### config.mk
export PLATFORM = sky130hd
export DESIGN_NAME = rgb_to_hsv_convert
export DESIGN_NICKNAME = d
export VERILOG_FILES = /design/src/design/rhc_pkg.sv /design/src/design/rhc_pipe_ctrl.sv /design/src/design/rhc_front.sv /design/src/design/rhc_div.sv /design/src/design/rgb_to_hsv_convert.sv
export SDC_FILE = /design/constraint.sdc
export NUM_CORES = 1
export LEC_CHECK = 0
export BUFFER_PORTS_ARGS = -buffer_cell sky130_fd_sc_hd__buf_4
export CORE_MARGIN = 8
export CORE_UTILIZATION = 40
export DETAILED_ROUTE_END_ITERATION = 10
export RECOVER_POWER = 100
export SLEW_MARGIN = 20
export SYNTH_ARGS = -nofsm -noshare
export SYNTH_HDL_FRONTEND = slang
export SYNTH_SLANG_ARGS = --single-unit
### constraint.sdc
create_clock -name clk_i -period 5.3 [get_ports clk_i]
set_clock_uncertainty 0.2 [all_clocks]
set_input_delay 0.795 -clock clk_i [delete_from_list [all_inputs] [get_ports clk_i]]
set_output_delay 0.795 -clock clk_i [all_outputs]
set_load 0.1 [all_outputs]
### src/design/rhc_pkg.sv
`timescale 1ns / 1ps
// ----------------------------------------------------------------------------
// rhc_pkg: shared widths and constants of the RGB to HSV converter
// Channel and hue widths, numerator widths and pipeline depths.
// ----------------------------------------------------------------------------
package rhc_pkg;

  localparam int unsigned ChanW   = 8;   // one colour channel
  localparam int unsigned HueW    = 9;   // hue 0..359
  localparam int unsigned DiffW   = ChanW + 1;   // signed channel difference
  localparam int unsigned HueSumW = 18;  // signed sector offset plus scaled difference
  localparam int unsigned HueNumW = 17;  // magnitude of the hue numerator, up to 300*255
  localparam int unsigned SatNumW = 16;  // 255*delta

  // One quotient bit per divider stage; hue needs nine bits.
  localparam int unsigned DivStages   = 9;
  localparam int unsigned FrontStages = 2;
  localparam int unsigned PipeStages  = FrontStages + DivStages + 1;

  localparam int unsigned Deg60  = 60;
  localparam int unsigned Deg120 = 120;
  localparam int unsigned Deg240 = 240;
  localparam int unsigned Deg360 = 360;

  typedef enum logic [1:0] {
    SectorRed   = 2'd0,
    SectorGreen = 2'd1,
    SectorBlue  = 2'd2
  } sector_e;

endpackage

### src/design/rhc_pipe_ctrl.sv
`timescale 1ns / 1ps
// ----------------------------------------------------------------------------
// rhc_pipe_ctrl: valid bits and stage enables
// Per-stage valid flags; a stage loads when it is empty or the next one loads.
// ----------------------------------------------------------------------------
module rhc_pipe_ctrl import rhc_pkg::*; #(
  parameter int unsigned Stages = PipeStages
) (
  input  logic              clk_i,
  input  logic              rst_ni,
  input  logic              valid_i,
  input  logic              stall_i,
  output logic              stall_o,
  output logic              valid_o,
  output logic [Stages-1:0] en_o
);

  logic [Stages-1:0] valid_q;
  logic [Stages-1:0] valid_d;

  // Collapse bubbles: an empty stage always loads.
  always_comb begin
    en_o[Stages-1] = !valid_q[Stages-1] || !stall_i;
    for (int i = Stages - 2; i >= 0; i--) begin
      en_o[i] = !valid_q[i] || en_o[i+1];
    end
  end

  always_comb begin
    valid_d = valid_q;
    for (int i = 0; i < Stages; i++) begin
      if (en_o[i]) begin
        valid_d[i] = (i == 0) ? valid_i : valid_q[(i == 0) ? 0 : i - 1];
      end
    end
  end

  always_ff @(posedge clk_i or negedge rst_ni) begin
    if (!rst_ni) begin
      valid_q <= '0;
    end else begin
      valid_q <= valid_d;
    end
  end

  assign stall_o = !en_o[0];
  assign valid_o = valid_q[Stages-1];

`ifndef SYNTH
  // Back-pressure reaches the input only when every stage holds a beat.
  a_stall_full: assert property (@(posedge clk_i) disable iff (!rst_ni)
    stall_o |-> (&valid_q))
    else $error("input stalled with a bubble in the pipeline");

  // A beat taken at the input lands in the first stage.
  a_enter: assert property (@(posedge clk_i) disable iff (!rst_ni)
    (valid_i && !stall_o) |=> valid_q[0])
    else $error("accepted beat lost at entry");

  // A result held by the receiver stays put.
  a_hold: assert property (@(posedge clk_i) disable iff (!rst_ni)
    (valid_q[Stages-1] && stall_i) |=> valid_q[Stages-1])
    else $error("stalled result dropped");
`endif

endmodule

### src/design/rhc_front.sv
`timescale 1ns / 1ps
// ----------------------------------------------------------------------------
// rhc_front: extremes, sector and divider operands
// Stage one finds max, delta and sector; stage two forms the numerators.
// ----------------------------------------------------------------------------
module rhc_front import rhc_pkg::*; (
  input  logic                clk_i,
  input  logic [1:0]          en_i,
  input  logic [ChanW-1:0]    red_i,
  input  logic [ChanW-1:0]    green_i,
  input  logic [ChanW-1:0]    blue_i,
  output logic [HueNumW-1:0]  hue_num_o,
  output logic                hue_neg_o,
  output logic [ChanW-1:0]    delta_o,
  output logic [SatNumW-1:0]  sat_num_o,
  output logic [ChanW-1:0]    hi_o,
  output logic                gray_o
);

  // Stage one
  logic [ChanW-1:0]        hi_d, lo_d, hi_q, delta_q;
  sector_e                 sector_d, sector_q;
  logic signed [DiffW-1:0] diff_d, diff_q;

  always_comb begin
    if (red_i >= green_i && red_i >= blue_i) begin
      sector_d = SectorRed;
      hi_d     = red_i;
      diff_d   = $signed({1'b0, green_i}) - $signed({1'b0, blue_i});
    end else if (green_i >= blue_i) begin
      sector_d = SectorGreen;
      hi_d     = green_i;
      diff_d   = $signed({1'b0, blue_i}) - $signed({1'b0, red_i});
    end else begin
      sector_d = SectorBlue;
      hi_d     = blue_i;
      diff_d   = $signed({1'b0, red_i}) - $signed({1'b0, green_i});
    end
    lo_d = red_i;
    if (green_i < lo_d) lo_d = green_i;
    if (blue_i < lo_d) lo_d = blue_i;
  end

  always_ff @(posedge clk_i) begin
    if (en_i[0]) begin
      hi_q     <= hi_d;
      delta_q  <= hi_d - lo_d;
      sector_q <= sector_d;
      diff_q   <= diff_d;
    end
  end

  // Stage two: sector offset plus 60 times the difference, then magnitude
  logic signed [HueSumW-1:0] diff_ext, delta_ext, base, hue_sum;
  logic [HueNumW-1:0]        hue_mag;

  always_comb begin
    diff_ext  = HueSumW'(diff_q);
    delta_ext = $signed(HueSumW'(delta_q));
    case (sector_q)
      SectorRed:   base = '0;
      SectorGreen: base = delta_ext * $signed(HueSumW'(Deg120));
      SectorBlue:  base = delta_ext * $signed(HueSumW'(Deg240));
      default:     base = '0;
    endcase
    hue_sum = base + diff_ext * $signed(HueSumW'(Deg60));
    hue_mag = hue_sum[HueSumW-1] ? HueNumW'(-hue_sum) : HueNumW'(hue_sum);
  end

  always_ff @(posedge clk_i) begin
    if (en_i[1]) begin
      hue_num_o <= hue_mag;
      hue_neg_o <= hue_sum[HueSumW-1];
      delta_o   <= delta_q;
      sat_num_o <= (SatNumW'(delta_q) << ChanW) - SatNumW'(delta_q);
      hi_o      <= hi_q;
      gray_o    <= (delta_q == '0);
    end
  end

endmodule

### src/design/rhc_div.sv
`timescale 1ns / 1ps
// ----------------------------------------------------------------------------
// rhc_div: pipelined restoring divider
// One quotient bit per stage, MSB first; the numerator must stay below
// den << QuoW. Sideband bits travel alongside the operands.
// ----------------------------------------------------------------------------
module rhc_div import rhc_pkg::*; #(
  parameter int unsigned NumW  = HueNumW,
  parameter int unsigned DenW  = ChanW,
  parameter int unsigned QuoW  = DivStages,
  parameter int unsigned SideW = 1
) (
  input  logic             clk_i,
  input  logic [QuoW-1:0]  en_i,
  input  logic [NumW-1:0]  num_i,
  input  logic [DenW-1:0]  den_i,
  input  logic [SideW-1:0] side_i,
  output logic [QuoW-1:0]  quo_o,
  output logic [SideW-1:0] side_o
);

  localparam int unsigned RemW = (NumW > DenW + QuoW) ? NumW : DenW + QuoW;

  logic [RemW-1:0]  rem_q  [QuoW-1];
  logic [DenW-1:0]  den_q  [QuoW-1];
  logic [QuoW-1:0]  quo_q  [QuoW];
  logic [SideW-1:0] side_q [QuoW];

  for (genvar s = 0; s < QuoW; s++) begin : g_stage
    logic [RemW-1:0]  rem_in, shifted;
    logic [DenW-1:0]  den_in;
    logic [QuoW-1:0]  quo_in;
    logic [SideW-1:0] side_in;
    logic             fits;

    if (s == 0) begin : g_first
      assign rem_in  = RemW'(num_i);
      assign den_in  = den_i;
      assign quo_in  = '0;
      assign side_in = side_i;
    end else begin : g_next
      assign rem_in  = rem_q[s-1];
      assign den_in  = den_q[s-1];
      assign quo_in  = quo_q[s-1];
      assign side_in = side_q[s-1];
    end

    assign shifted = RemW'(den_in) << (QuoW - 1 - s);
    assign fits    = (rem_in >= shifted);

    always_ff @(posedge clk_i) begin
      if (en_i[s]) begin
        quo_q[s]  <= quo_in | (fits ? (QuoW'(1) << (QuoW - 1 - s)) : '0);
        side_q[s] <= side_in;
      end
    end

    // The last stage keeps only the quotient and the sideband bits.
    if (s < QuoW - 1) begin : g_rem
      always_ff @(posedge clk_i) begin
        if (en_i[s]) begin
          rem_q[s] <= fits ? rem_in - shifted : rem_in;
          den_q[s] <= den_in;
        end
      end
    end
  end

  assign quo_o  = quo_q[QuoW-1];
  assign side_o = side_q[QuoW-1];

endmodule

### src/design/rgb_to_hsv_convert.sv
`timescale 1ns / 1ps
// ----------------------------------------------------------------------------
// rgb_to_hsv_convert: 8-bit RGB pixel to hue / saturation / value
// Streaming converter; one pixel in, one HSV triple out, in order.
// ----------------------------------------------------------------------------
// Usage:
//   Input channel: red_i, green_i, blue_i with valid_i; the block drives
//   stall_o. A beat is taken on a rising edge with valid_i high and stall_o
//   low. Output channel: hue_o, saturation_o, brightness_o with valid_o; the
//   receiver drives stall_i, and a beat leaves when valid_o is high and
//   stall_i is low.
//   The pipeline has two front stages (extremes, then numerators), nine
//   divider stages at one quotient bit each, and the output register.
//   Unstalled throughput is one pixel per cycle; divider stages set depth.
//   Under receiver stall the output beat holds and stages behind it keep
//   filling bubbles; stall_o rises only once all twelve stages are full.
//   Reset clears every valid flag, so the pipeline comes up empty; data
//   registers are not reset.
// ----------------------------------------------------------------------------
module rgb_to_hsv_convert import rhc_pkg::*; (
  input  logic            clk_i,
  input  logic            rst_ni,
  input  logic            valid_i,
  output logic            stall_o,
  input  logic [ChanW-1:0] red_i,
  input  logic [ChanW-1:0] green_i,
  input  logic [ChanW-1:0] blue_i,
  output logic            valid_o,
  input  logic            stall_i,
  output logic [HueW-1:0]  hue_o,
  output logic [ChanW-1:0] saturation_o,
  output logic [ChanW-1:0] brightness_o
);

  localparam int unsigned OutStage = PipeStages - 1;

  logic [PipeStages-1:0] en;

  // Handshake and stage enables
  rhc_pipe_ctrl #(
    .Stages (PipeStages)
  ) u_ctrl (
    .clk_i   (clk_i),
    .rst_ni  (rst_ni),
    .valid_i (valid_i),
    .stall_i (stall_i),
    .stall_o (stall_o),
    .valid_o (valid_o),
    .en_o    (en)
  );

  // Front end: max, delta, sector, then the two numerators
  logic [HueNumW-1:0] hue_num;
  logic               hue_neg;
  logic [ChanW-1:0]   delta;
  logic [SatNumW-1:0] sat_num;
  logic [ChanW-1:0]   hi;
  logic               gray;

  rhc_front u_front (
    .clk_i     (clk_i),
    .en_i      (en[FrontStages-1:0]),
    .red_i     (red_i),
    .green_i   (green_i),
    .blue_i    (blue_i),
    .hue_num_o (hue_num),
    .hue_neg_o (hue_neg),
    .delta_o   (delta),
    .sat_num_o (sat_num),
    .hi_o      (hi),
    .gray_o    (gray)
  );

  // Hue quotient: |numerator| / delta, carrying sign and brightness along
  logic [DivStages-1:0] hue_quo;
  logic [ChanW:0]       hue_side;

  rhc_div #(
    .NumW  (HueNumW),
    .DenW  (ChanW),
    .QuoW  (DivStages),
    .SideW (ChanW + 1)
  ) u_hue_div (
    .clk_i  (clk_i),
    .en_i   (en[OutStage-1:FrontStages]),
    .num_i  (hue_num),
    .den_i  (delta),
    .side_i ({hue_neg, hi}),
    .quo_o  (hue_quo),
    .side_o (hue_side)
  );

  // Saturation quotient: 255*delta / max, carrying the gray flag
  logic [DivStages-1:0] sat_quo;
  logic                 gray_out;

  rhc_div #(
    .NumW  (SatNumW),
    .DenW  (ChanW),
    .QuoW  (DivStages),
    .SideW (1)
  ) u_sat_div (
    .clk_i  (clk_i),
    .en_i   (en[OutStage-1:FrontStages]),
    .num_i  (sat_num),
    .den_i  (hi),
    .side_i (gray),
    .quo_o  (sat_quo),
    .side_o (gray_out)
  );

  // Output stage: drop the quotients of a gray pixel (zero divisor), and
  // wrap a negative red-sector hue into 300..359.
  logic [HueW-1:0]  hue_d, hue_q;
  logic [ChanW-1:0] sat_d, sat_q, bright_q;

  always_comb begin
    if (gray_out) begin
      hue_d = '0;
      sat_d = '0;
    end else begin
      if (hue_side[ChanW] && (hue_quo != '0)) begin
        hue_d = HueW'(Deg360) - HueW'(hue_quo);
      end else begin
        hue_d = HueW'(hue_quo);
      end
      sat_d = sat_quo[ChanW-1:0];
    end
  end

  always_ff @(posedge clk_i) begin
    if (en[OutStage]) begin
      hue_q    <= hue_d;
      sat_q    <= sat_d;
      bright_q <= hue_side[ChanW-1:0];
    end
  end

  assign hue_o        = hue_q;
  assign saturation_o = sat_q;
  assign brightness_o = bright_q;

endmodule
; ---- Yosys cells after proc, flatten, opt, wreduce, memory -nomap -nowiden
; Memories as Yosys holds them, arrays and structs flattened. A register that Yosys moved wholly into a read port is not among the register bits.
; Index checks and enable logic that the tools add are counted.
[word_totals]
mem_bits_rw = 652
regBits = 107
inputBits = 28
memories = 8
out_inout_bits = 27
[op_classes]
order_cmp = 23
n_reduce_logical = 30
muxes = 62
n_bitwise = 16
add_sub_neg = 24
n_eq_ne = 2
mul = 3
[memory_table]
columns = memory, words, width, rd, rd_clocked_by_memory_dff, write_ports, line
row1 = u_hue_div.rem_q, 8, 17, 8, 0, 8, rhc_div.sv:24  ; logic [RemW-1:0] rem_q [QuoW-1];
row2 = u_sat_div.rem_q, 8, 17, 8, 0, 8, rhc_div.sv:24
row3 = u_hue_div.quo_q, 9, 9, 9, 0, 9, rhc_div.sv:26  ; logic [QuoW-1:0] quo_q [QuoW];
row4 = u_hue_div.side_q, 9, 9, 9, 0, 9, rhc_div.sv:27  ; logic [SideW-1:0] side_q [QuoW];
row5 = u_sat_div.quo_q, 9, 9, 9, 1, 9, rhc_div.sv:26
row6 = u_hue_div.den_q, 8, 8, 8, 0, 8, rhc_div.sv:25  ; logic [DenW-1:0] den_q [QuoW-1];
row7 = 2 more memories, n/a, n/a, n/a, n/a, n/a, n/a
[op_table]
columns = op, count
row1 = $mux 17, 17
row2 = $or 9x9->9, 16
row3 = $mux 8, 6
row4 = $mux 9, 5
row5 = $pmux 18 s2, 1
row6 = $ge 17x10->1, 2
row7 = $ge 17x11->1, 2
row8 = $ge 17x12->1, 2
row9 = $ge 17x13->1, 2
row10 = $ge 17x14->1, 2
row11 = $ge 17x15->1, 2
row12 = $ge 17x8->1, 2
row13 = $ge 17x9->1, 2
row14 = $sub 17x10->17, 2
row15 = $sub 17x11->17, 2
row16 = $sub 17x12->17, 2
row17 = $sub 17x13->17, 2
row18 = $sub 17x14->17, 2
row19 = $sub 17x15->17, 2
row20 = $sub 17x9->17, 2
row21 = $sub 8x8->9, 3
row22 = $ge 8x8->1, 3
row23 = $mul 8x4->12 const B, 2
row24 = $mux 1, 20
row25 = 24 further kinds, 57

; ---- Longest topological paths before layout
; Gate-level depths: netlist of the first run.
[logic_depth]
word_depth = 14
mapped_depth = 26
depth_no_buf = 25

; ---- Cells and area by module
; A second synthesis of the first run with hierarchy kept.
[unflattened]
cells_unflattened = 2899
area_unflattened_um2 = 36078.4
[by_module_without_submodules]
columns = module, n_inst, cells_per_inst, area_each_um2
row1 = rhc_div (u_hue_div), 1, 1036, 14636.5
row2 = rhc_div (u_sat_div), 1, 949, 12251.8
row3 = rhc_front, 1, 795, 7571.0
row4 = rgb_to_hsv_convert, 1, 75, 1093.5
row5 = rhc_pipe_ctrl, 1, 44, 525.5

; ---- Least setup slack after synthesis of the first run
; OpenSTA, ideal clock, no wires.
[synth_timing]
kind = in2reg
startpoint = in green_i[1]
endpoint = reg u_front.delta_q[7], data pin
n_path_buf = 2
path_stages = 26
slack_ps = -386
arrival_time_ps = 5226
path_cell_list = inv_1 ha_1 nor2b_1 o31a_1 o21ai_0 nand2_1 nand2_1 mux2i_1 ha_1 a21o_1 a21o_1 a211oi_1 nand2_1 o21a_1 clkbuf_1 clkbuf_1 a21oi_1 ha_1 nor2b_1 o21ai_0 nand2b_1 a21o_1 a21oi_1 o21ai_0 xor2_1 xnor2_1
[synth_between]
elab_chain_cells = 5
[synth_lines]
columns = item, line
row1 = from (decl), rgb_to_hsv_convert.sv:26  ; input logic [ChanW-1:0] green_i,
row2 = $lt 8x8->1, rhc_front.sv:40  ; if (green_i < lo_d) lo_d = green_i;
row3 = $mux 8, rhc_front.sv:40
row4 = $lt 8x8->1, rhc_front.sv:41  ; if (blue_i < lo_d) lo_d = blue_i;
row5 = $mux 8, rhc_front.sv:41
row6 = $sub 8x8->8 (*), rhc_front.sv:47  ; delta_q <= hi_d - lo_d;
row7 = to (signal assigned), rhc_front.sv:47
row8 = to (decl), rhc_front.sv:21  ; logic [ChanW-1:0] hi_d, lo_d, hi_q, delta_q;
; Mark *: on every way between the ends. The rest lies on a longest branch, timed or not.
; A chain may end at the register's enable or synchronous reset.

; ---- Worst setup path after layout of the first run
[layout_timing]
startpoint = reg u_front.delta_q[1]
endpoint = reg u_front.hue_num_o[6], data pin
[layout_between]
elab_chain_cells = 5
[layout_lines]
columns = item, line
row1 = $mul 8x4->12, "rhc_front.sv:62, rhc_front.sv:63"
row2 = $pmux 18 s2 (*), rhc_front.sv:60  ; case (sector_q)
row3 = $add 18x16->18 (*), rhc_front.sv:66  ; hue_sum = base + diff_ext * $signed(HueSumW'(Deg60));
row4 = $neg 17->17, rhc_front.sv:67  ; hue_mag = hue_sum[HueSumW-1] ? HueNumW'(-hue_sum) : HueNumW'(hue_sum);
row5 = $mux 17 (*), rhc_front.sv:67
row6 = net u_front.hue_mag[6], rhc_front.sv:55  ; logic [HueNumW-1:0] hue_mag;
row7 = to (signal assigned), rhc_front.sv:72  ; hue_num_o <= hue_mag;
row8 = to (decl), rhc_front.sv:12  ; output logic [HueNumW-1:0] hue_num_o,
; The timed path passes the listed nets; every way through them passes the cells marked *.

==> results of run 1 <==
[flip-flops by register name (all words and copies together) (netlist names), 9 cells and up]
register / count
u_sat_div.rem_q: 129
u_hue_div.rem_q: 121
u_hue_div.side_q: 81
u_hue_div.den_q: 63
u_hue_div.quo_q: 45
u_sat_div.quo_q: 36
u_front.sat_num_o: 16
u_front.hue_num_o: 15
u_ctrl.valid_q: 12
hue_o: 9
u_front.diff_q: 9
u_sat_div.side_q: 9
[routing by layer]
metal / track usage (%) / up-vias / wire, µm
li1: - / 10600 / -
met1: 14.5 / 9845 / 25000
met2: 25.6 / 308 / 32800
met3: 1.81 / 155 / 1770
met4: 6.01 / 0 / 2670
met5: 0 / - / 0
[worst reg2reg max path: cells and delay by family (launching register included)]
kind | cells | cell delay [ns]
flops | 1 | 0.45
buf+inv | 2 | 0.28
fa+ha+maj | 4 | 1.63
simple gates | 3 | 0.29
xor+xnor | 3 | 0.52
compound gates | 9 | 1.76
[final cells by class]
type	instances	area share, %
Clock buffer	76	4.40
Clock inverter	40	1.40
Inverter	333	3.27
Multi-Input combinational cell	1847	36.8
Sequential cell	596	46.6
Tap cell	1070	3.50
Timing Repair Buffer	204	4.04
[kinds of logic (layout without fill, tap and decap cells)]
logic type	after synthesis	in the layout
AO/OA/AOI/OAI	541	541
AND/OR/NAND/NOR	762	762
XOR/XNOR	189	189
multiplexers	64	64
flip-flops	596	596
buffers and inverters	367	653
adder cells (fa/ha/maj)	291	291
[worst max-delay path by stage]
| stage | startpoint | to | slack (ns) | depth (start not counted) |
|---|---|---|---|---|
| 5_1_grt | u_front.diff_q[1]$_DFFE_PN_ | u_front.hue_num_o[6]$_DFFE_PP_ | -0.25 | 23 |
| 3_3_place_gp | u_front.diff_q[1]$_DFFE_PN_ | u_front.hue_num_o[16]$_DFFE_PP_ | -0.22 | 21 |
| 4_1_cts | u_front.diff_q[1]$_DFFE_PN_ | u_front.hue_num_o[16]$_DFFE_PP_ | -0.04 | 22 |
| 3_5_place_dp | u_front.diff_q[1]$_DFFE_PN_ | u_front.hue_num_o[16]$_DFFE_PP_ | -0.39 | 21 |
| 6_report | u_front.delta_q[1]$_DFFE_PN_ | u_front.hue_num_o[6]$_DFFE_PP_ | -0.07 | 21 |
| 2_1_floorplan | green_i[1] | u_front.delta_q[7]$_DFFE_PN_ | -0.03 | 26 |
[timing repair]
item | 4_1_cts | 5_1_grt
resized for setup | 43 | 38
pin swaps | 23 | 49
endpoints found under the hold margin | 12 | 0
setup buffers | 8 | 10
endpoints found under the setup margin | 15 | 15
hold buffers | 1 | 0
gates cloned | 1 | 0
[per-stage QoR]
stage | utilization, % | setup slack, ns
2_1_floorplan | - | -0.0261
3_3_place_gp | 43.4 | -0.221
3_5_place_dp | 43.4 | -0.393
4_1_cts | 46.5 | -0.0421
5_1_grt | 46.8 | -0.254
6_report | 46.8 | -0.0674
[Yosys cell counts (11+ instances only)]
cell type,instances
o31ai_1,16
a21boi_0,19
nand3_1,29
xor2_1,71
edfxtp_1,584
nor3_1,56
fa_1,47
o21ai_1,18
mux2i_1,25
or4_1,11
nor4_1,21
dfrtp_1,12
a21oi_1,137
nor2b_1,66
nand4_1,32
a211oi_1,12
a21o_1,44
a22oi_1,14
xnor2_1,118
and3_1,14
o21ai_0,162
inv_1,332
o21a_1,28
ha_1,244
nor2_1,203
nand2_1,181
or2_2,17
nand2b_1,52
clkbuf_1,26
or3_1,23
mux2_2,34
==> results by group, run 1 <==
Logic synthesis
  – Mapped Cells: 2810
  – Syn Nets: around 3100
  – Dominant synthesized flop cell: edfxtp_1
  – Top post-synthesis cells by area: edfxtp_1 (53%), ha_1 (9.3%), inv_1 (3.8%), xnor2_1 (3.1%), fa_1 (2.9%)
  – Post-synth EDFFs: 584
  – Largest area contributor in the netlist: edfxtp_1
  – Simple-gate share of the synthesized area: a little under an eighth
  – Synth unique cells: 95
  – Async SR Flop Fraction: 2.01%
  – Netlist Area Pre-Place: ~33000 µm²
  – Synthesized flop and latch total: 596
  – Synth top area share: 53.4%
  – Synth Area in Adders: 12.2%
  – Mux contribution to synthesized area: 2.10%
  – Synth Area in XOR/XNOR: 5.04%
  – Seq/Total Area, Yosys: a little over half
  – Syn_area_per_cell: 11.7 µm²
  – Yosys warns: 0
  – Synth Area in Compound Gates: 10.4%
  – Main combinational cell family by area after synthesis: adder cells

Setup path
  – Kind of critical path: register to register
  – Reg2reg end: u_front.hue_num_o[6]$_DFFE_PP_
  – Cell depth of the worst flop-to-flop path: 21
  – Crit path cell chain: fa_2 -> fa_1 -> ha_1 -> a21o_1 -> a21oi_2 -> nor2b_1 -> o21a_1 -> o41ai_4 -> xnor2_1 -> a22oi_1 -> nor2_2 -> ha_4 -> o2111ai_2 -> a21oi_2 -> o21a_4 -> o41ai_4 -> xnor2_2 -> buf_6 -> buf_6 -> nor2_2 -> xor2_1
  – Critical path arrival: 5.51 ns
  – Worst path top cell family by delay: compound AO/OA/AOI/OAI gates
  – Data required, critical path: 5.44 ns
  – CP Launch Type: register
  – CP endpoint kind: register
  – Slowest cell on the critical path: fa_1
  – Worst R2R Start: u_front.delta_q[1]$_DFFE_PN_
  – Buf/Inv on CP: 2
  – Worst reg2reg setup slack: -0.07 ns
  – Max incr delay on CP: about 0.60 ns
  – Peak fanout along the critical path: 6

Die
  – I/O pin count: 55
  – Die Area: 91500 µm²
  – DIE HEIGHT: 303 µm
  – Rows: 105
  – Initial core utilization: 40.2%
  – Core ar.: 81700 µm²
  – Chip Width: 303 µm

Worst hold path
  – Hold Path Origin: u_hue_div.quo_q[0][44]$_DFFE_PP_
  – Hold Path Stages: 0
  – Worst min path class: register to register
  – Hold Path End: u_hue_div.quo_q[0][53]$_DFFE_PP_

STA
  – Least-Margin Pin Slew: 1.02 ns
  – Total Neg Setup Slack: -0.439 ns
  – Hold Slack: around 0.19 ns
  – Worst Setup Slack, final: -0.0674 ns
  – Max Slew Vio Count: 0
  – Minimum clock period: 5.37 ns
  – Relative slew slack: between 30% and 40%
  – F_max: 186 MHz
  – RSZ-0062 raised after global routing: yes
  – Final Hold Vio Count: 0
  – Final period util: 101%
  – Final setup fails: 11

Clock tree
  – Clock Latency Late Sink: 0.62 ns
  – CTS root buf: clkbuf_16
  – Htree depth: 2
  – Clk sinks: 596
  – Maximum clock path buffer count: 3
  – CTS tree: yes
  – Clock slew at reported path FFs: 0.06 ns
  – Num CTS Buffers: 61

Finish
  – Area of the multi-input gates: 14100 µm²
  – Reg area: about 18000 µm²
  – N_diodes: 0
  – Final #Nets: ~3400
  – Filler cell count: ~7300
  – Area delta synth->final: 16.5%
  – Post-route insts no fill: 4166
  – Most common cell after layout, fill and taps aside: edfxtp_1
  – Fraction of layout cells with a size suffix above 1: between 10% and 20%
  – Design Area, Final: 38300 µm²
  – Most frequent cells in the layout: edfxtp_1 (584), inv_1 (321), ha_1 (233), nor2_1 (198), buf_4 (191)

Route
  – WL final: roughly 62000 µm
  – DR vias/cell: 5.01
  – Avg WL per Cell: ~15 µm
  – DRT iter0 DRCs: 792
  – TritonRoute pass-1 iters: 5
  – Via count: 20900
  – Post-route DRC: 0
  – DRT antenna net count: 0

Place
  – Final Wtd Congestion: 0.897
  – Buffers on Ports: 54
  – Area after DPL: 35500 µm²
  – DP HPWL: 48900 µm
  – Cells after DPL: 4030

GRT
  – GRT overflow: 0
  – Largest net degree at the start of global routing: 59
  – First-pass GRT wire length: 103000 µm
  – GRT Overall Usage: between 10% and 20%
  – Initial antenna violation count: 0
  – Vias in the first global route: 21700

Run status
  – Failing checks: setup timing
  – Outcome: finished with violations

Run
  – Max-Cap Viols: 0
Power of run 1 is not shown: default switching activity piles up to over one toggle a cycle in this logic, so the estimate is an artifact.
==> run 2, diff against run 1 <==
--- a/config.mk
+++ b/config.mk
@@ -9,6 +9,7 @@
 export CORE_MARGIN = 8
 export CORE_UTILIZATION = 40
 export DETAILED_ROUTE_END_ITERATION = 10
+export MAX_ROUTING_LAYER = met4
 export RECOVER_POWER = 100
 export SLEW_MARGIN = 20
 export SYNTH_ARGS = -nofsm -noshare
==> run 2 against run 1 <==
- the flow finishes with violations (capacitance limit, slew limit, setup timing)
- wire length is 0.32% lower
- die area stayed put
- setup slack worse by 0.051 ns
- count of clock-buffer cells in the layout is 6 lower
- critical path type unchanged
- highest routed layer unchanged
- non-clock buffer count is 1 higher
- sequential share of layout area is 0.55 points higher
- via count is 0.29% higher
- flip-flop and latch count stayed put
- cell count hardly changed
- global-route usage is 0.27 points higher
==> results by group, run 2 (synthesis gave the netlist of run 1 again) <==
Clock tree
  – CTS tree: yes
  – CTS root buf: clkbuf_16
  – Clk sinks: 596
  – Clock Latency Late Sink: 0.64 ns
  – Clock slew at reported path FFs: 0.06 ns
  – Num CTS Buffers: 61
  – Htree depth: 2
  – Maximum clock path buffer count: 3

Setup path
  – Data required, critical path: 5.46 ns
  – CP endpoint kind: register
  – Setup crit start: u_front.delta_q[1]$_DFFE_PN_
  – Buf/Inv on CP: 1
  – Peak fanout along the critical path: 5
  – Reg2reg end: u_front.hue_num_o[16]$_DFFE_PP_
  – Crit path cell chain: fa_1 -> fa_1 -> ha_1 -> a21o_1 -> a21oi_2 -> nor2b_1 -> o21a_1 -> o41ai_4 -> xnor2_1 -> a22oi_1 -> nor2_1 -> ha_1 -> o2111ai_2 -> a21oi_2 -> o21a_1 -> buf_4 -> o2111ai_4 -> a2111oi_4 -> mux2i_1 -> xnor2_1
  – Worst path top cell family by delay: compound AO/OA/AOI/OAI gates
  – Worst R2R Start: u_front.delta_q[1]$_DFFE_PN_
  – CP Launch Type: register
  – Critical path depth: 20
  – Worst reg2reg setup slack: -0.12 ns
  – Max incr delay on CP: 0.58 ns
  – Critical path arrival: 5.57 ns
  – Cell depth of the worst flop-to-flop path: 20
  – Critical path destination: u_front.hue_num_o[16]$_DFFE_PP_
  – Slowest cell on the critical path: fa_1
  – Kind of critical path: register to register

GRT
  – Initial antenna violation count: 0
  – GRT Overall Usage: a little over an eighth
  – First-pass GRT wire length: 102000 µm
  – Largest net degree at the start of global routing: 59
  – GRT overflow: 0
  – Vias in the first global route: 21600

Finish
  – Fraction of layout cells with a size suffix above 1: 12.4%
  – Area delta synth->final: 15.1%
  – Post-route insts no fill: 4167
  – Biggest register: u_sat_div.rem_q
  – N_diodes: 0
  – Final #Nets: 3363
  – Max reg flops: 129
  – Biggest regs: u_sat_div.rem_q x129, u_hue_div.rem_q x121, u_hue_div.side_q x81
  – Most frequent cells in the layout: edfxtp_1 (584), inv_1 (325), ha_1 (230), nor2_1 (200), nand2_1 (180)
  – Most common cell after layout, fill and taps aside: edfxtp_1

STA
  – Final setup fails: 11
  – RSZ-0062 raised after global routing: yes
  – Hold Slack: approximately 0.16 ns
  – Worst Setup Slack, final: -0.118 ns
  – Least-Margin Pin Slew: 2.66 ns
  – F_max: 185 MHz
  – Minimum clock period: 5.42 ns
  – Relative slew slack: -77.3%
  – Max Slew Vio Count: 398
  – Final period util: 102%
  – Final Hold Vio Count: 0
  – Total Neg Setup Slack: -0.695 ns

Route
  – TritonRoute pass-1 iters: 6
  – Via count: 20900
  – DRT iter0 DRCs: 900
  – Post-route DRC: 0
  – Avg WL per Cell: 14.9 µm
  – DRT antenna net count: 0
  – DR vias/cell: 5.02
  – WL final: 62100 µm

Die
  – DIE HEIGHT: about 300 µm
  – I/O pin count: 55
  – Core ar.: 81700 µm²
  – Rows: 105
  – Initial core utilization: between 40% and 50%
  – Die Area: 91500 µm²
  – Chip Width: 303 µm

Worst hold path
  – Worst min path class: register to register

Place
  – Pre-CTS setup slack: -0.334 ns
  – Cells after DPL: 4033
  – DP HPWL: 48700 µm
  – Final Wtd Congestion: between 0.9 and 1
  – Buffers on Ports: 54

Run status
  – Failing checks: capacitance limit, slew limit, setup timing
  – Outcome: finished with violations

Run
  – Max-Cap Viols: 9
[run 2: stage by stage]
step,util [%],cell area (µm²)
global route,46.3,37800
finish,46.3,37800
floorplan,-,32900
CTS,46.2,37700
global placement,43.4,35500
detailed placement,43.4,35500
[run 2: cell type report]
type	instances	area, µm²
multi-input combinational	1847	13900
tap	1070	1340
clock buffer	70	1560
clock inverter	46	484
timing repair buffer	205	1390
inverter	333	1250
sequential	596	17800
fill	7384	43900
[run 2: worst min-delay path by stage]
stage / from / endpoint / slack, ns / depth (start not counted)
global placement: u_front.hi_q[4]$_DFFE_PN_ / u_front.hi_o[4]$_DFFE_PP_ / 0.20 / 0
detailed placement: u_front.hi_q[4]$_DFFE_PN_ / u_front.hi_o[4]$_DFFE_PP_ / 0.20 / 0
CTS: u_sat_div.quo_q[3][7]$_DFFE_PP_ / u_sat_div.quo_q[4][7]$_DFFE_PP_ / 0.15 / 0
global route: u_sat_div.quo_q[2][6]$_DFFE_PP_ / u_sat_div.quo_q[3][6]$_DFFE_PP_ / 0.15 / 0
floorplan: u_hue_div.side_q[0][72]$_DFFE_PP_ / brightness_o[0]$_DFFE_PP_ / 0.20 / 0
finish: u_sat_div.quo_q[2][6]$_DFFE_PP_ / u_sat_div.quo_q[3][6]$_DFFE_PP_ / 0.16 / 0
[run 2: routing by layer]
| layer | routed length (µm) | share of wire, % | track usage, % | up-vias |
|---|---|---|---|---|
| met3 | 2050 | 3.3 | 1.88 | 148 |
| met5 | 0 | 0 | - | - |
| met4 | 2400 | 3.9 | 5.48 | 0 |
| met1 | 25100 | 40 | 14.2 | 9860 |
| met2 | 32500 | 52 | 25.7 | 344 |
| li1 | - | - | - | 10600 |
[run 2: worst register-to-register path: stages, from the launching register on]
cell and delay (ns):
edfxtp_1 0.45, fa_1 0.58, fa_1 0.47, ha_1 0.29, a21o_1 0.19, a21oi_2 0.16
nor2b_1 0.06, o21a_1 0.20, o41ai_4 0.27, xnor2_1 0.13, a22oi_1 0.21, nor2_1 0.09
ha_1 0.40, o2111ai_2 0.15, a21oi_2 0.15, o21a_1 0.17, buf_4 0.13, o2111ai_4 0.14
a2111oi_4 0.36, mux2i_1 0.28, xnor2_1 0.11
[run 2: repair_timing]
| item | in CTS | in global routing |
|---|---|---|
| endpoints found under the hold margin | 12 | 0 |
| pin swaps | 15 | 37 |
| hold buffers | 1 | 0 |
| gates resized for setup | 28 | 43 |
| setup endpoints to repair | 15 | 15 |
| buffers inserted | 7 | 9 |
| cloned | 1 | 0 |
Power of run 2 is left out for the same reason.
==> run 3, diff against run 2 <==
--- a/config.mk
+++ b/config.mk
@@ -6,7 +6,7 @@
 export NUM_CORES = 1
 export LEC_CHECK = 0
 export BUFFER_PORTS_ARGS = -buffer_cell sky130_fd_sc_hd__buf_4
-export CORE_MARGIN = 8
+export CORE_MARGIN = 5
 export CORE_UTILIZATION = 40
 export DETAILED_ROUTE_END_ITERATION = 10
 export MAX_ROUTING_LAYER = met4
==> run 3 against run 2 <==
- the run still ends with capacitance limit, slew limit, setup timing left
- fmax grew 0.39%
- largest cell class unchanged
- critical path depth grew 4
- sequential share of layout area grew 0.083 points
- wire length is essentially flat
- global-route usage grew 1.1 points
- setup slack gained 0.021 ns
==> results by group, run 3 (synthesis gave the netlist of run 1 again) <==
Run status
  – Outcome: finished with violations
  – Failing checks: capacitance limit, slew limit, setup timing

Place
  – Final Wtd Congestion: 0.924
  – Buffers on Ports: 54
  – DP HPWL: 49000 µm

Finish
  – Most common cell after layout, fill and taps aside: edfxtp_1
  – Final core utilization: 46.2%
  – Fraction of layout cells with a size suffix above 1: 11.8%
  – Area delta synth->final: 14.9%
  – Max reg flops: 129
  – Biggest register: u_sat_div.rem_q
  – Area of the multi-input gates: 13800 µm²
  – Biggest regs: u_sat_div.rem_q x129, u_hue_div.rem_q x121, u_hue_div.side_q x81
  – Final #Nets: ~3400
  – N_diodes: 0
  – Reg area: between 15000 and 20000 µm²
  – Filler cell count: around 7400
  – Most frequent cells in the layout: edfxtp_1 (584), inv_1 (325), ha_1 (239), nor2_1 (202), nand2_1 (180)

Setup path
  – Worst R2R Start: u_front.diff_q[2]$_DFFE_PN_
  – CP endpoint kind: register
  – Crit path cell chain: ha_1 -> inv_1 -> fa_1 -> fa_1 -> inv_2 -> ha_4 -> buf_6 -> o21ai_4 -> o21ai_2 -> and2_4 -> o21a_1 -> nor2_2 -> xnor2_1 -> ha_1 -> a21o_1 -> a21o_1 -> o21a_1 -> buf_4 -> o41ai_4 -> xnor2_1 -> buf_4 -> buf_6 -> nor2_2 -> xor2_1
  – Data required, critical path: approximately 5.4 ns
  – Max incr delay on CP: 0.57 ns
  – Slowest cell on the critical path: fa_1
  – CP Launch Type: register
  – Critical path arrival: between 5 and 6 ns
  – Peak fanout along the critical path: 6
  – Reg2reg end: u_front.hue_num_o[6]$_DFFE_PP_
  – Cell depth of the worst flop-to-flop path: 24
  – Kind of critical path: register to register
  – Worst reg2reg setup slack: -0.1 ns

Route
  – WL final: 62000 µm
  – DRT antenna net count: 0
  – TritonRoute pass-1 iters: 5
  – Avg WL per Cell: 14.9 µm
  – DR vias/cell: 5.01
  – Post-route DRC: 0
  – Via count: 20900
  – DRT iter0 DRCs: 925

STA
  – RSZ-0062 raised after global routing: yes
  – Final period util: 102%
  – Final Hold Vio Count: 0
  – Minimum clock period: 5.40 ns
  – Final setup fails: 13
  – F_max: 185 MHz
  – Total Neg Setup Slack: -0.741 ns
  – Least-Margin Pin Slew: ~2.8 ns
  – Max Slew Vio Count: 450
  – Worst Setup Slack, final: -0.0968 ns
  – Relative slew slack: -86.7%

Worst hold path
  – Hold Path Origin: u_hue_div.side_q[0][62]$_DFFE_PP_
  – Hold Path End: u_hue_div.side_q[0][71]$_DFFE_PP_
  – Worst min path class: register to register
  – Hold Path Stages: 0

Clock tree
  – CTS root buf: clkbuf_16
  – Clock slew at reported path FFs: 0.06 ns
  – Htree depth: 3
  – CTS tree: yes
  – Clk sinks: between 500 and 600
  – Clock Latency Late Sink: around 0.59 ns
  – Num CTS Buffers: between 60 and 70
  – Maximum clock path buffer count: 3

GRT
  – GRT Overall Usage: around 15%
  – First-pass GRT wire length: 104000 µm
  – Initial antenna violation count: 0
  – GRT overflow: 0
  – Largest net degree at the start of global routing: 59
  – Vias in the first global route: 21800

Die
  – Die Area: 87900 µm²
  – I/O pin count: 55
  – Rows: between 100 and 150
  – Core ar.: 81700 µm²
  – Chip Width: 297 µm
  – DIE HEIGHT: slightly below 300 µm
  – Initial core utilization: 40.2%

Run
  – Max-Cap Viols: 10
==> run 3: changes by cell type in the layout (fill, tap and decap cells not counted), moves of 4 or more <==
cell,before,now
clkbuf_16,61,68
bufinv_16,7,3
ha_4,12,5
clkbuf_4,6,2
ha_1,230,239
clkbuf_1,54,61
clkinv_2,16,9
buf_4,145,151
clkbuf_8,0,11
clkinv_1,12,4
==> run 3: what timing repair did <==
item | in CTS | in global routing
cloned | 1 | 0
gates resized for setup | 36 | 5
endpoints found under the setup margin | 15 | 15
hold buffers | 1 | 0
setup buffers | 13 | 2
endpoints found under the hold margin | 12 | 0
pin swaps | 32 | 4
==> run 3: worst max-delay path: cells and delay by family, from the launching register on <==
family / cells / cell delay [ns]
compound gates: 7 / 1.23
xor+xnor: 3 / 0.44
fa+ha+maj: 5 / 1.81
buf+inv: 6 / 0.71
flops: 1 / 0.39
simple gates: 3 / 0.33
==> run 3: worst max path at each step <==
| stage | endpoint | startpoint | depth (start not counted) |
|---|---|---|---|
| 4_1_cts | u_front.hue_num_o[16]$_DFFE_PP_ | u_front.delta_q[0]$_DFFE_PN_ | 21 |
| 2_1_floorplan | u_front.delta_q[7]$_DFFE_PN_ | green_i[1] | 26 |
| 5_1_grt | u_front.hue_num_o[6]$_DFFE_PP_ | u_front.delta_q[0]$_DFFE_PN_ | 22 |
| 6_report | u_front.hue_num_o[6]$_DFFE_PP_ | u_front.diff_q[2]$_DFFE_PN_ | 24 |
| 3_5_place_dp | u_front.hue_num_o[16]$_DFFE_PP_ | u_front.diff_q[1]$_DFFE_PN_ | 21 |
| 3_3_place_gp | u_front.hue_num_o[16]$_DFFE_PP_ | u_front.diff_q[1]$_DFFE_PN_ | 21 |
==> run 3: layer usage <==
| metal | up-vias | global-route usage (%) | wire, µm |
|---|---|---|---|
| li1 | 10600 | - | - |
| met1 | 9829 | 16.0 | 24900 |
| met2 | 343 | 27.2 | 32900 |
| met3 | 147 | 2.30 | 1880 |
| met4 | 0 | 5.29 | 2380 |
| met5 | - | - | 0 |
==> run 3: area by class of cell <==
cell class	instances	share of cell area, %
clock buffers	96	5.08
clock inverters	24	0.683
inverters	333	3.31
multi-input cells	1847	36.4
flip-flops and latches	596	47.3
well taps	1070	3.55
repair buffers	204	3.67
==> run 3: through the flow <==
step | instances | hold slack, ns | area (µm²) | setup slack, ns
6_report | 4170 | 0.211 | 37700 | -0.0968
5_1_grt | 4170 | 0.220 | 37700 | -0.404
4_1_cts | 4168 | 0.211 | 37900 | -0.0861
3_5_place_dp | 4033 | 0.205 | 35500 | -0.301
3_3_place_gp | 4033 | 0.201 | 35500 | -0.201
2_1_floorplan | 2810 | 0.200 | 32900 | -0.0261
Power of run 3 is left out for the same reason.
